$ cat src/rtl/jsu_pkg.sv
// ============================================================================
// jsu_pkg
// Shared types and constants for the JSON string unescaper.
// ============================================================================
package jsu_pkg;

    localparam int MaxResults = 5;

    typedef enum logic [3:0] {
        PH_IDLE,
        PH_STR,
        PH_ESC,
        PH_HEX_A,
        PH_WANT_BS,
        PH_WANT_U,
        PH_HEX_B,
        PH_SEQ,
        PH_CLOSED,
        PH_DROP
    } phase_t;

    localparam logic [1:0] KIND_DATA  = 2'd0;
    localparam logic [1:0] KIND_DONE  = 2'd1;
    localparam logic [1:0] KIND_ERROR = 2'd2;

    localparam logic [1:0] ERR_NONE   = 2'd0;
    localparam logic [1:0] ERR_UNTERM = 2'd1;
    localparam logic [1:0] ERR_ESCAPE = 2'd2;
    localparam logic [1:0] ERR_UTF8   = 2'd3;

    localparam logic [7:0] CH_QUOTE  = 8'h22;
    localparam logic [7:0] CH_BSLASH = 8'h5C;
    localparam logic [7:0] CH_U      = 8'h75;

    typedef struct packed {
        logic [1:0] kind;
        logic [7:0] data;
        logic [1:0] code;
    } result_t;

    typedef struct packed {
        logic [2:0]                     count;
        result_t [MaxResults-1:0]       ent;
    } burst_t;

    // bit 4 set when the byte is a hex digit, low nibble is its value
    function automatic logic [4:0] hex_value(input logic [7:0] b);
        logic [4:0] r;
        r = 5'd0;
        if (b >= 8'h30 && b <= 8'h39) begin
            r = {1'b1, 4'(b - 8'h30)};
        end else if (b >= 8'h61 && b <= 8'h66) begin
            r = {1'b1, 4'(b - 8'h57)};
        end else if (b >= 8'h41 && b <= 8'h46) begin
            r = {1'b1, 4'(b - 8'h37)};
        end
        return r;
    endfunction

endpackage

$ cat src/rtl/jsu_decode.sv
// ============================================================================
// jsu_decode
// Parser state and per-byte decode: one input byte in, a burst of up to five
// results out, combinationally from the current state.
// ============================================================================
module jsu_decode (
    input  logic            aclk,
    input  logic            aresetn,
    input  logic            step,
    input  logic [7:0]      in_byte,
    input  logic            in_final,
    output jsu_pkg::burst_t burst
);
    import jsu_pkg::*;

    phase_t      phase_reg, phase_next, phase_mid;
    logic [20:0] acc_reg, acc_next;
    logic [15:0] high_reg, high_next;
    logic [1:0]  dcnt_reg, dcnt_next;
    logic [2:0]  slen_reg, slen_next;
    logic [2:0]  sseen_reg, sseen_next;

    logic [1:0]  err;
    logic [1:0]  fin_code;
    logic        closed;
    logic        emit;
    logic [20:0] cp;
    logic [4:0]  hex;
    logic [20:0] acc_hex;
    logic [20:0] acc_seq;
    logic [2:0]  seen_inc;
    logic [20:0] seq_min;
    logic [15:0] unit;

    logic [2:0]  dn;
    logic [7:0]  d [4];
    logic        tail_v;
    result_t     tail;

    assign hex      = hex_value(in_byte);
    assign acc_hex  = {acc_reg[16:0], hex[3:0]};
    assign acc_seq  = {acc_reg[14:0], in_byte[5:0]};
    assign seen_inc = sseen_reg + 3'd1;
    assign unit     = acc_hex[15:0];

    always_comb begin
        unique case (slen_reg)
            3'd2:    seq_min = 21'h000080;
            3'd3:    seq_min = 21'h000800;
            default: seq_min = 21'h010000;
        endcase
    end

    // next state
    always_comb begin
        phase_mid  = phase_reg;
        acc_next   = acc_reg;
        high_next  = high_reg;
        dcnt_next  = dcnt_reg;
        slen_next  = slen_reg;
        sseen_next = sseen_reg;
        err        = ERR_NONE;
        closed     = 1'b0;
        emit       = 1'b0;
        cp         = 21'd0;
        unique case (phase_reg)
            PH_IDLE: begin
                if (in_byte == CH_QUOTE) phase_mid = PH_STR;
                else err = ERR_UNTERM;
            end
            PH_STR: begin
                priority if (in_byte == CH_QUOTE) begin
                    closed = 1'b1;
                end else if (in_byte == CH_BSLASH) begin
                    phase_mid = PH_ESC;
                end else if (in_byte < 8'h20) begin
                    err = ERR_UNTERM;
                end else if (in_byte < 8'h80) begin
                    emit = 1'b1;
                    cp   = {13'd0, in_byte};
                end else if (in_byte[7:5] == 3'b110) begin
                    acc_next   = {16'd0, in_byte[4:0]};
                    slen_next  = 3'd2;
                    sseen_next = 3'd1;
                    phase_mid  = PH_SEQ;
                end else if (in_byte[7:4] == 4'b1110) begin
                    acc_next   = {17'd0, in_byte[3:0]};
                    slen_next  = 3'd3;
                    sseen_next = 3'd1;
                    phase_mid  = PH_SEQ;
                end else if (in_byte[7:3] == 5'b11110) begin
                    acc_next   = {18'd0, in_byte[2:0]};
                    slen_next  = 3'd4;
                    sseen_next = 3'd1;
                    phase_mid  = PH_SEQ;
                end else begin
                    err = ERR_UTF8;
                end
            end
            PH_ESC: begin
                phase_mid = PH_STR;
                emit      = 1'b1;
                unique case (in_byte)
                    CH_QUOTE:  cp = {13'd0, CH_QUOTE};
                    CH_BSLASH: cp = {13'd0, CH_BSLASH};
                    8'h2F:     cp = 21'h2F;   // '/'
                    8'h62:     cp = 21'h08;   // 'b'
                    8'h66:     cp = 21'h0C;   // 'f'
                    8'h6E:     cp = 21'h0A;   // 'n'
                    8'h72:     cp = 21'h0D;   // 'r'
                    8'h74:     cp = 21'h09;   // 't'
                    CH_U: begin
                        emit      = 1'b0;
                        acc_next  = 21'd0;
                        dcnt_next = 2'd0;
                        phase_mid = PH_HEX_A;
                    end
                    default: begin
                        emit = 1'b0;
                        err  = ERR_ESCAPE;
                    end
                endcase
            end
            PH_HEX_A, PH_HEX_B: begin
                if (!hex[4]) begin
                    err = ERR_ESCAPE;
                end else begin
                    acc_next = acc_hex;
                    if (dcnt_reg != 2'd3) begin
                        dcnt_next = dcnt_reg + 2'd1;
                    end else begin
                        dcnt_next = 2'd0;
                        if (phase_reg == PH_HEX_A) begin
                            priority if (unit >= 16'hD800 && unit <= 16'hDBFF) begin
                                high_next = unit;
                                phase_mid = PH_WANT_BS;
                            end else if (unit >= 16'hDC00 && unit <= 16'hDFFF) begin
                                err = ERR_ESCAPE;
                            end else begin
                                emit      = 1'b1;
                                cp        = {5'd0, unit};
                                phase_mid = PH_STR;
                            end
                        end else begin
                            if (unit < 16'hDC00 || unit > 16'hDFFF ||
                                high_reg < 16'hD800 || high_reg > 16'hDBFF) begin
                                err = ERR_ESCAPE;
                            end else begin
                                emit      = 1'b1;
                                cp        = 21'h010000 + {1'b0, high_reg[9:0], unit[9:0]};
                                phase_mid = PH_STR;
                            end
                        end
                    end
                end
            end
            PH_WANT_BS: begin
                if (in_byte == CH_BSLASH) phase_mid = PH_WANT_U;
                else err = ERR_ESCAPE;
            end
            PH_WANT_U: begin
                if (in_byte == CH_U) begin
                    acc_next  = 21'd0;
                    dcnt_next = 2'd0;
                    phase_mid = PH_HEX_B;
                end else begin
                    err = ERR_ESCAPE;
                end
            end
            PH_SEQ: begin
                if (in_byte[7:6] != 2'b10) begin
                    err = ERR_UTF8;
                end else begin
                    acc_next   = acc_seq;
                    sseen_next = seen_inc;
                    if (seen_inc >= slen_reg) begin
                        if (acc_seq < seq_min || acc_seq > 21'h10FFFF ||
                            (acc_seq >= 21'h00D800 && acc_seq <= 21'h00DFFF)) begin
                            err = ERR_UTF8;
                        end else begin
                            emit      = 1'b1;
                            cp        = acc_seq;
                            phase_mid = PH_STR;
                        end
                    end
                end
            end
            default: ;   // closed or dropping: ignore bytes
        endcase
    end

    // buffer-end error code, from where the string was left
    always_comb begin
        unique case (phase_mid)
            PH_STR, PH_ESC:                             fin_code = ERR_UNTERM;
            PH_HEX_A, PH_HEX_B, PH_WANT_BS, PH_WANT_U:  fin_code = ERR_ESCAPE;
            PH_SEQ:                                     fin_code = ERR_UTF8;
            default:                                    fin_code = ERR_NONE;
        endcase
    end

    always_comb begin
        priority if (err != ERR_NONE) phase_next = PH_DROP;
        else if (closed)              phase_next = PH_CLOSED;
        else                          phase_next = phase_mid;
        if (in_final) phase_next = PH_IDLE;
    end

    // outputs: UTF-8 encode plus at most one trailing status result
    always_comb begin
        d[0] = 8'd0;
        d[1] = 8'd0;
        d[2] = 8'd0;
        d[3] = 8'd0;
        if (!emit) begin
            dn = 3'd0;
        end else if (cp <= 21'h7F) begin
            dn   = 3'd1;
            d[0] = cp[7:0];
        end else if (cp <= 21'h7FF) begin
            dn   = 3'd2;
            d[0] = {3'b110, cp[10:6]};
            d[1] = {2'b10, cp[5:0]};
        end else if (cp <= 21'hFFFF) begin
            dn   = 3'd3;
            d[0] = {4'b1110, cp[15:12]};
            d[1] = {2'b10, cp[11:6]};
            d[2] = {2'b10, cp[5:0]};
        end else begin
            dn   = 3'd4;
            d[0] = {5'b11110, cp[20:18]};
            d[1] = {2'b10, cp[17:12]};
            d[2] = {2'b10, cp[11:6]};
            d[3] = {2'b10, cp[5:0]};
        end

        tail_v = 1'b1;
        priority if (err != ERR_NONE) begin
            tail = '{kind: KIND_ERROR, data: 8'd0, code: err};
        end else if (closed) begin
            tail = '{kind: KIND_DONE, data: 8'd0, code: ERR_NONE};
        end else if (in_final && fin_code != ERR_NONE) begin
            tail = '{kind: KIND_ERROR, data: 8'd0, code: fin_code};
        end else begin
            tail_v = 1'b0;
            tail   = '{kind: KIND_DATA, data: 8'd0, code: ERR_NONE};
        end

        burst.count = dn + {2'd0, tail_v};
        for (int i = 0; i < MaxResults; i++) begin
            if (3'(i) < dn) begin
                burst.ent[i] = '{kind: KIND_DATA, data: d[i % 4], code: ERR_NONE};
            end else if (3'(i) == dn) begin
                burst.ent[i] = tail;
            end else begin
                burst.ent[i] = '{kind: KIND_DATA, data: 8'd0, code: ERR_NONE};
            end
        end
    end

    always_ff @(posedge aclk) begin
        if (!aresetn) begin
            phase_reg <= PH_IDLE;
            acc_reg   <= 21'd0;
            high_reg  <= 16'd0;
            dcnt_reg  <= 2'd0;
            slen_reg  <= 3'd0;
            sseen_reg <= 3'd0;
        end else if (step) begin
            phase_reg <= phase_next;
            if (in_final) begin
                acc_reg   <= 21'd0;
                high_reg  <= 16'd0;
                dcnt_reg  <= 2'd0;
                slen_reg  <= 3'd0;
                sseen_reg <= 3'd0;
            end else begin
                acc_reg   <= acc_next;
                high_reg  <= high_next;
                dcnt_reg  <= dcnt_next;
                slen_reg  <= slen_next;
                sseen_reg <= sseen_next;
            end
        end
    end

endmodule

$ cat src/rtl/json_string_unescaper_unit.sv
// ============================================================================
// json_string_unescaper_unit
// Streaming decoder for one JSON string literal with UTF-8 checking.
// ============================================================================
// Slave channel: one raw byte per transfer, s_tlast marks the last byte of
// the buffer, which must start with the opening quote. Master channel: one
// result per transfer: a decoded UTF-8 byte, a done marker for the closing
// quote, or an error with its code; m_tlast marks the last result caused by
// a given input byte.
// The results of a byte pass through the input register, then through the
// result register, which is loaded from the decode logic.
// Throughput: one byte per cycle while each byte gives at most one result
// and the receiver does not stall; a byte giving more results (up to five)
// holds the next byte until the single-result master channel drains them.
// The input register takes a new byte while results still wait.
// Reset (aresetn low, synchronous) empties both registers and returns the
// parser to waiting for an opening quote. When the receiver stalls, the
// current result holds and the input side fills its one register and stops.
// ============================================================================
module json_string_unescaper_unit (
    input  logic        aclk,
    input  logic        aresetn,
    input  logic        s_tvalid,
    output logic        s_tready,
    input  logic [7:0]  s_tdata,    // [7:0] in_byte
    input  logic        s_tlast,
    output logic        m_tvalid,
    input  logic        m_tready,
    output logic [15:0] m_tdata,    // [7:0] out_byte, [9:8] error_code, rest zero
    output logic [1:0]  m_tuser,    // [1:0] kind
    output logic        m_tlast
);
    import jsu_pkg::*;

    logic       in_valid_reg;
    logic [7:0] in_byte_reg;
    logic       in_final_reg;

    result_t    ent_reg [MaxResults];
    logic [2:0] cnt_reg;

    burst_t     burst;
    logic       out_free;
    logic       step;
    logic       take;

    assign take     = m_tvalid && m_tready;
    assign out_free = (cnt_reg == 3'd0) || (cnt_reg == 3'd1 && m_tready);
    assign step     = in_valid_reg && out_free;
    assign s_tready = !in_valid_reg || step;

    jsu_decode u_decode (
        .aclk     (aclk),
        .aresetn  (aresetn),
        .step     (step),
        .in_byte  (in_byte_reg),
        .in_final (in_final_reg),
        .burst    (burst)
    );

    always_ff @(posedge aclk) begin
        if (!aresetn) begin
            in_valid_reg <= 1'b0;
        end else if (s_tvalid && s_tready) begin
            in_valid_reg <= 1'b1;
        end else if (step) begin
            in_valid_reg <= 1'b0;
        end
    end

    always_ff @(posedge aclk) begin
        if (s_tvalid && s_tready) begin
            in_byte_reg  <= s_tdata;
            in_final_reg <= s_tlast;
        end
    end

    always_ff @(posedge aclk) begin
        if (!aresetn) begin
            cnt_reg <= 3'd0;
        end else if (step) begin
            cnt_reg <= burst.count;
        end else if (take) begin
            cnt_reg <= cnt_reg - 3'd1;
        end
    end

    // results leave from entry 0; the rest shift down on each transfer
    always_ff @(posedge aclk) begin
        if (step) begin
            for (int i = 0; i < MaxResults; i++) begin
                ent_reg[i] <= burst.ent[i];
            end
        end else if (take) begin
            for (int i = 0; i < MaxResults - 1; i++) begin
                ent_reg[i] <= ent_reg[i+1];
            end
        end
    end

    assign m_tvalid = (cnt_reg != 3'd0);
    assign m_tlast  = (cnt_reg == 3'd1);
    assign m_tdata  = {6'd0, ent_reg[0].code, ent_reg[0].data};
    assign m_tuser  = ent_reg[0].kind;

    a_cnt_range: assert property (@(posedge aclk) disable iff (!aresetn)
        cnt_reg <= 3'(MaxResults))
        else $error("result count out of range");

    a_stall_hold: assert property (@(posedge aclk) disable iff (!aresetn)
        m_tvalid && !m_tready |=> m_tvalid && $stable(m_tdata) && $stable(m_tuser))
        else $error("pending result changed under stall");

    a_in_hold: assert property (@(posedge aclk) disable iff (!aresetn)
        in_valid_reg && !step |=> in_valid_reg && $stable(in_byte_reg)
            && $stable(in_final_reg))
        else $error("input register lost a byte");

    a_err_code: assert property (@(posedge aclk) disable iff (!aresetn)
        m_tvalid && m_tuser == KIND_ERROR |-> m_tdata[9:8] != ERR_NONE)
        else $error("error result without code");

    a_data_code: assert property (@(posedge aclk) disable iff (!aresetn)
        m_tvalid && m_tuser != KIND_ERROR |-> m_tdata[9:8] == ERR_NONE)
        else $error("non-error result with code");

endmodule
$ cat config.mk
export PLATFORM = sky130hd
export DESIGN_NAME = json_string_unescaper_unit
export DESIGN_NICKNAME = d
export VERILOG_FILES = /design/src/rtl/jsu_pkg.sv /design/src/rtl/jsu_decode.sv /design/src/rtl/json_string_unescaper_unit.sv
export SDC_FILE = /design/constraint.sdc
export NUM_CORES = 1
export LEC_CHECK = 0
export ABC_CLOCK_PERIOD_IN_PS = 5600
export BUFFER_PORTS_ARGS = -buffer_cell sky130_fd_sc_hd__buf_2
export CAP_MARGIN = 20
export CELL_PAD_IN_SITES_DETAIL_PLACEMENT = 0
export CELL_PAD_IN_SITES_GLOBAL_PLACEMENT = 2
export CORE_ASPECT_RATIO = 0.6
export CORE_MARGIN = 10
export CORE_UTILIZATION = 25
export CTS_CLUSTER_SIZE = 25
export DETAILED_ROUTE_END_ITERATION = 16
export GPL_TIMING_DRIVEN = 0
export PLACE_DENSITY_LB_ADDON = 0.1
export SETUP_SLACK_MARGIN = 0.3
export SLEW_MARGIN = 20
export SYNTH_ARGS = -nofsm -noshare
export SYNTH_HDL_FRONTEND = slang
export SYNTH_SLANG_ARGS = --single-unit
export TNS_END_PERCENT = 10
$ cat constraint.sdc
create_clock -name aclk -period 5.6 [get_ports aclk]
set_input_delay 0.84 -clock aclk [delete_from_list [all_inputs] [get_ports aclk]]
set_output_delay 0.84 -clock aclk [all_outputs]
set_load 0.005 [all_outputs]
# Word-level counts from Yosys, hierarchy flattened
# Memories as Yosys holds them, arrays and structs flattened.
# Index checks and enable logic that the tools add are counted.
# word_totals
inputBits,13
n_memories,1
romBits,0
output_inout_bits,21
ram_bits,60
word_cells,311
register_bits,56
latch_bits,0
# classes
div_mod_pow,0
n_eq_ne,48
reduce_logical,47
n_addsub,8
mux,164
shifts,0
multipliers,0
n_bitwise,4
n_lt_le_gt_ge,29
# memory_table
memory,depth,word_bits,read_ports,rd_ports_with_merged_regs,wr,line_no,rtl
ent_reg,5,12,5,0,5,json_string_unescaper_unit.sv:39,result_t ent_reg [MaxResults];
# ops
cell,count
$mux W21,12
$mux W12,17
$mux W15,11
$mux W16,9
$mux W4,22
$pmux W21 S4,1
$mux W3,24
$pmux W15 S4,1
$eq A8 B7 Y1 const B,7
$pmux W7 S8,1
$mux W2,24
$le A21 B16 Y1 const B,2
$pmux W17 S2,1
$eq A4 B3 Y1 const B,8
$ge A16 B16 Y1 const B,2
$gt A16 B16 Y1 const B,2
$le A16 B16 Y1 const B,2
$lt A16 B16 Y1 const B,2
$mux W32,1
$pmux W4 S7,1
$mux W1,27
$mux W24,1
$mux W8,3
$add A17 B20 Y21 const A,1
other kinds (62),118

# Depth between registers and ports, before layout
# logic_depth
depth_word,25
ltp_mapped,17
mapped_depth_nobuf,15

# Cells and area by module
# Synthesis repeated with hierarchy kept, for this count alone.
# hier_totals
hier_cells,791
hier_area_um2,7617.3
# by_module_without_submodules
mod,instances,area_per_inst_um2,cells_each
jsu_decode,1,4528.1,628
json_string_unescaper_unit,1,3089.2,163

# Least setup slack after synthesis
# OpenSTA, ideal clock, no wires.
# synth_timing
path_type,reg2reg
startpoint,register in_byte_reg[1]
endpoint,register cnt_reg[1]
t_arrival_ps,3346
synth_period_minus_slack_ps,3463
setup_ps,116
path_slack_ps,2137
stages_incl_launch_ff,17
cell_sequence,edfxtp_1 > inv_1 > ha_1 > nor2_1 > a2111o_1 > o21ba_4 > or3_1 > clkbuf_1 > or2_1 > o221ai_2 > buf_6 > a211oi_1 > ha_1 > ha_1 > nand2_1 > o21ai_0 > o211a_1
# synth_via
elab_chain_cells,24
elab_cells_between_ends,140
cone_classes,add/sub (5); order compare (21); eq/ne (16); mux (80); reduce/logical (18)
# synth_rtl
element,line_no,rtl
from (decl),json_string_unescaper_unit.sv:36,logic [7:0] in_byte_reg;
from (signal assigned),json_string_unescaper_unit.sv:73,in_byte_reg <= s_tdata;
branches (longest 22 deep; another with $lt A16 B16 Y1),-,
$add A3 B1 Y3 (*),jsu_decode.sv:249,"burst.count = dn + {2'd0, tail_v};"
$mux W3 (*),json_string_unescaper_unit.sv:81,end else if (step) begin
to (signal assigned),json_string_unescaper_unit.sv:82,cnt_reg <= burst.count;
to (signal assigned),json_string_unescaper_unit.sv:84,cnt_reg <= cnt_reg - 3'd1;
to (decl),json_string_unescaper_unit.sv:40,logic [2:0] cnt_reg;
# Every way passes the cells marked *.
# A chain may end at the register's enable or synchronous reset.

# Final worst setup path
# layout_timing
startpoint,register u_decode.phase_reg[2]
endpoint,register cnt_reg[1]
# layout_via
elab_chain_cells,18
elab_cells_between_ends,67
cone_classes,add/sub (1); order compare (3); eq/ne (14); mux (42); reduce/logical (7)
# layout_rtl
element,line_no,rtl
from (decl),jsu_decode.sv:16,"phase_t phase_reg, phase_next, phase_mid;"
from (signal assigned),jsu_decode.sv:270,phase_reg <= phase_next;
$mux W4,jsu_decode.sv:91,end else if (in_byte[7:3] == 5'b11110) begin
$mux W4,jsu_decode.sv:86,end else if (in_byte[7:4] == 4'b1110) begin
$mux W4,jsu_decode.sv:81,end else if (in_byte[7:5] == 3'b110) begin
$mux W4,jsu_decode.sv:78,end else if (in_byte < 8'h80) begin
$mux W4,jsu_decode.sv:76,end else if (in_byte < 8'h20) begin
$mux W4,jsu_decode.sv:74,end else if (in_byte == CH_BSLASH) begin
$mux W4,jsu_decode.sv:72,priority if (in_byte == CH_QUOTE) begin
$pmux W4 S7,jsu_decode.sv:66,unique case (phase_reg)
(+2 left out),-,
$pmux W2 S3,jsu_decode.sv:194,unique case (phase_mid)
$reduce_bool A2 Y1,jsu_decode.sv:242,end else if (in_final && fin_code != ERR_NONE) begin
$logic_and A1 B1 Y1,jsu_decode.sv:242,
$mux W1,jsu_decode.sv:242,
$mux W1,jsu_decode.sv:240,end else if (closed) begin
$mux W1,jsu_decode.sv:238,priority if (err != ERR_NONE) begin
$add A3 B1 Y3 (*),jsu_decode.sv:249,
$mux W3 (*),json_string_unescaper_unit.sv:81,
# Mark *: on every way between the ends. The rest lies on a longest branch, timed or not.

==> impl_metrics.ini <==
[critical_path]
crit_required_ns = 5.94
rr_startpoint = u_decode.phase_reg[2]
end_kind = flop
startpoint_type = flop
cp_max_fo = 10
arrival_ns = 4.74
setup.worst_path.start = u_decode.phase_reg[2]
path_class = reg2reg

[cells_and_area]
largest_reg_flops = 60
area_delta_synth_final_pct = 17.8
nNetsFinal = 886
drive_above_1_share_pct = 13.2
fillCellCount = 3060

[place]
place_congestion = 0.915
dp_hpwl_um = 21600
portBuffers = 26
place_ws_ns = 1.29

[routing]
vias = 6606
viasPerCell = 5.31
route.detailed.drc = 0
dr.pass1.iters = 5
drtAntennaViolNets = 0
drt_first_iter_violations = 762
wl_per_cell_um = 22.7
routed_wl_um = 28200

[power]
p_total_mw = 3.60
leakage_nw = 3.00
max-vdd-ir-drop_mv = 0.193
power_density_nw_per_um2 = 423

[sta]
setup_ws_ns = 1.19
rsz0062_at_grt = false
finalCritPeriodShare_pct = 78.7
period_needed_ns = 4.41
slew_violations = 0
hold_viol = 0
setup_viol = 0
fin_tns_setup_ns = 0
slew_headroom_pct = 26.4
worst_pin_slew_ns = 1.09
fmax_mhz = 227
fin_skew_ns = 0.00864

[global_routing]
grt_max_degree = 34
grt_use_total_pct = 15.9
top_usage_layer = met1
antenna_found_initial = 1
grt_pass1_vias = 6292
globalRouteOverflowTotal = 0
use_met3_pct = 4.84
grt_pass1_wl_um = 41900
met2_usage_pct = 20.8
use_met1_pct = 24.3

[clock_tree]
cts_buffers = 17
cts_tree = built
root_buffer = clkbuf_16
cts_resized = 0
cts_setup_buffers = 0
htree_num_levels = 4
clock_latency_ns = 0.44
cts.path.max_buffers = 2
clk_pin_slew_worst_paths_ns = 0.06
holdBufCountCts = 0
clkSinkCount = 116

[logic_synthesis]
ys_warn_count = 0
ys_ff_latch = 116
synth_area_per_cell_um2 = 9.08
synth_cells = 795
seq_area_frac_synth_pct = 41.7
synth_edf_count = 69
async_flop_share_pct = 0
synth.distinct_cells = 90
synth-main-ff-cell = edfxtp_1
synth_area_um2 = 7220

[die]
die_x_um = 239
dieArea_um2 = 36300
core_area_um2 = 28600
die_h_um = 152
start_util_pct = 25.3
fp-row-count = 48
ioPinCount = 34

[hold_path]
holdCritStartpoint = u_decode.sseen_reg[1]
hold_path_class = reg2reg

[outcome]
status = finished clean

[flow_run]
max_cap_viol_count = 0
==> placed cells by master, fill, tap and decap left out, types with 18 or more instances in the layout <==
cell	Yosys	routed
o21ai_0	39	39
a21boi_0	24	24
clkbuf_1	42	43
a22oi_1	18	18
nand3_1	33	33
nand2_1	90	90
a21oi_1	36	36
inv_1	21	20
edfxtp_1	69	69
buf_4	19	19
a22o_1	19	19
nor2b_1	24	24
nor2_1	49	49
dfxtp_1	47	47
buf_2	11	37
==> synth_stat cells, drive strengths merged (9+ instances only) <==
cell / instances / area [um2]
inv: 22 / 82.6
nor2: 49 / 184
mux2i: 11 / 110
a21oi: 36 / 180
a22oi: 18 / 135
nor3: 20 / 131
edfxtp: 69 / 2070
a21boi: 24 / 180
buf: 33 / 224
and2: 15 / 93.8
o21ai: 50 / 250
nand2: 91 / 349
nand2b: 16 / 108
nand3: 33 / 165
a31oi: 9 / 56.3
clkbuf: 42 / 158
nor4: 10 / 68.8
a22o: 19 / 166
nor2b: 24 / 150
dfxtp: 47 / 941
ha: 17 / 213
and3: 10 / 62.6
==> through the flow <==
stage / hold WS (ns) / area (um2) / util [%] / std cells
after floorplan: 0.443 / 7280 / - / 810
after global placement: 0.459 / 7880 / 27.6 / 1211
after detailed placement: 0.466 / 7900 / 27.6 / 1212
after CTS: 0.477 / 8500 / 29.7 / 1243
after global routing: 0.511 / 8510 / 29.8 / 1243
final: 0.473 / 8510 / 29.8 / 1244
==> report_power, final <==
group          switching (mW)  internal (mW)
Sequential             0.0896           1.20
Clock                   0.405          0.733
Combinational           0.755          0.416
==> worst max-delay path, cell delays in order (launching register included) <==
cell      delay, ns
dfxtp_1        0.47
clkbuf_1       0.43
nand2_1        0.19
nor3_1         0.78
nand3_1        0.50
o21ai_1        0.43
clkbuf_1       0.45
a211oi_1       0.13
ha_1           0.24
ha_1           0.28
nand2_1        0.08
o21ai_0        0.10
o211a_1        0.22
==> final timing paths <==
path / end / slack [ns] / cells after the start
max: cnt_reg[1] / 1.19 / 12
min: u_decode.sseen_reg[1] / 0.47 / 2
max reg2reg: cnt_reg[1] / 1.19 / 12
min reg2reg: u_decode.sseen_reg[1] / 0.47 / 2
==> area by class of cell <==
cell class / instances / area (um2) / area share [%]
Antenna cell: 1 / 2.50 / 0.0294
Sequential cell: 116 / 3010 / 35.4
Clock inverter: 12 / 163 / 1.91
Multi-Input combinational cell: 596 / 3810 / 44.8
Timing Repair Buffer: 27 / 150 / 1.76
Buffer: 75 / 383 / 4.50
Clock buffer: 19 / 433 / 5.09
Tap cell: 375 / 469 / 5.51
Inverter: 23 / 86.3 / 1.01
==> cell families after synthesis <==
group | share of synthesized area (%)
compound gates | 22.9
xor+xnor | 1.09
fa+ha+maj | 2.95
buf+inv | 6.48
flops | 41.7
mux | 1.84
other cells | 0.0519
simple gates | 23.0
==> metal layers <==
| layer | share of wire (%) | vias to the layer above |
|---|---|---|
| li1 | - | 3058 |
| met1 | 54 | 3283 |
| met2 | 38 | 239 |
| met3 | 7.5 | 26 |
| met4 | 1.0 | 0 |
| met5 | 0 | - |
Note: power is estimated with default switching activity, not from simulation.
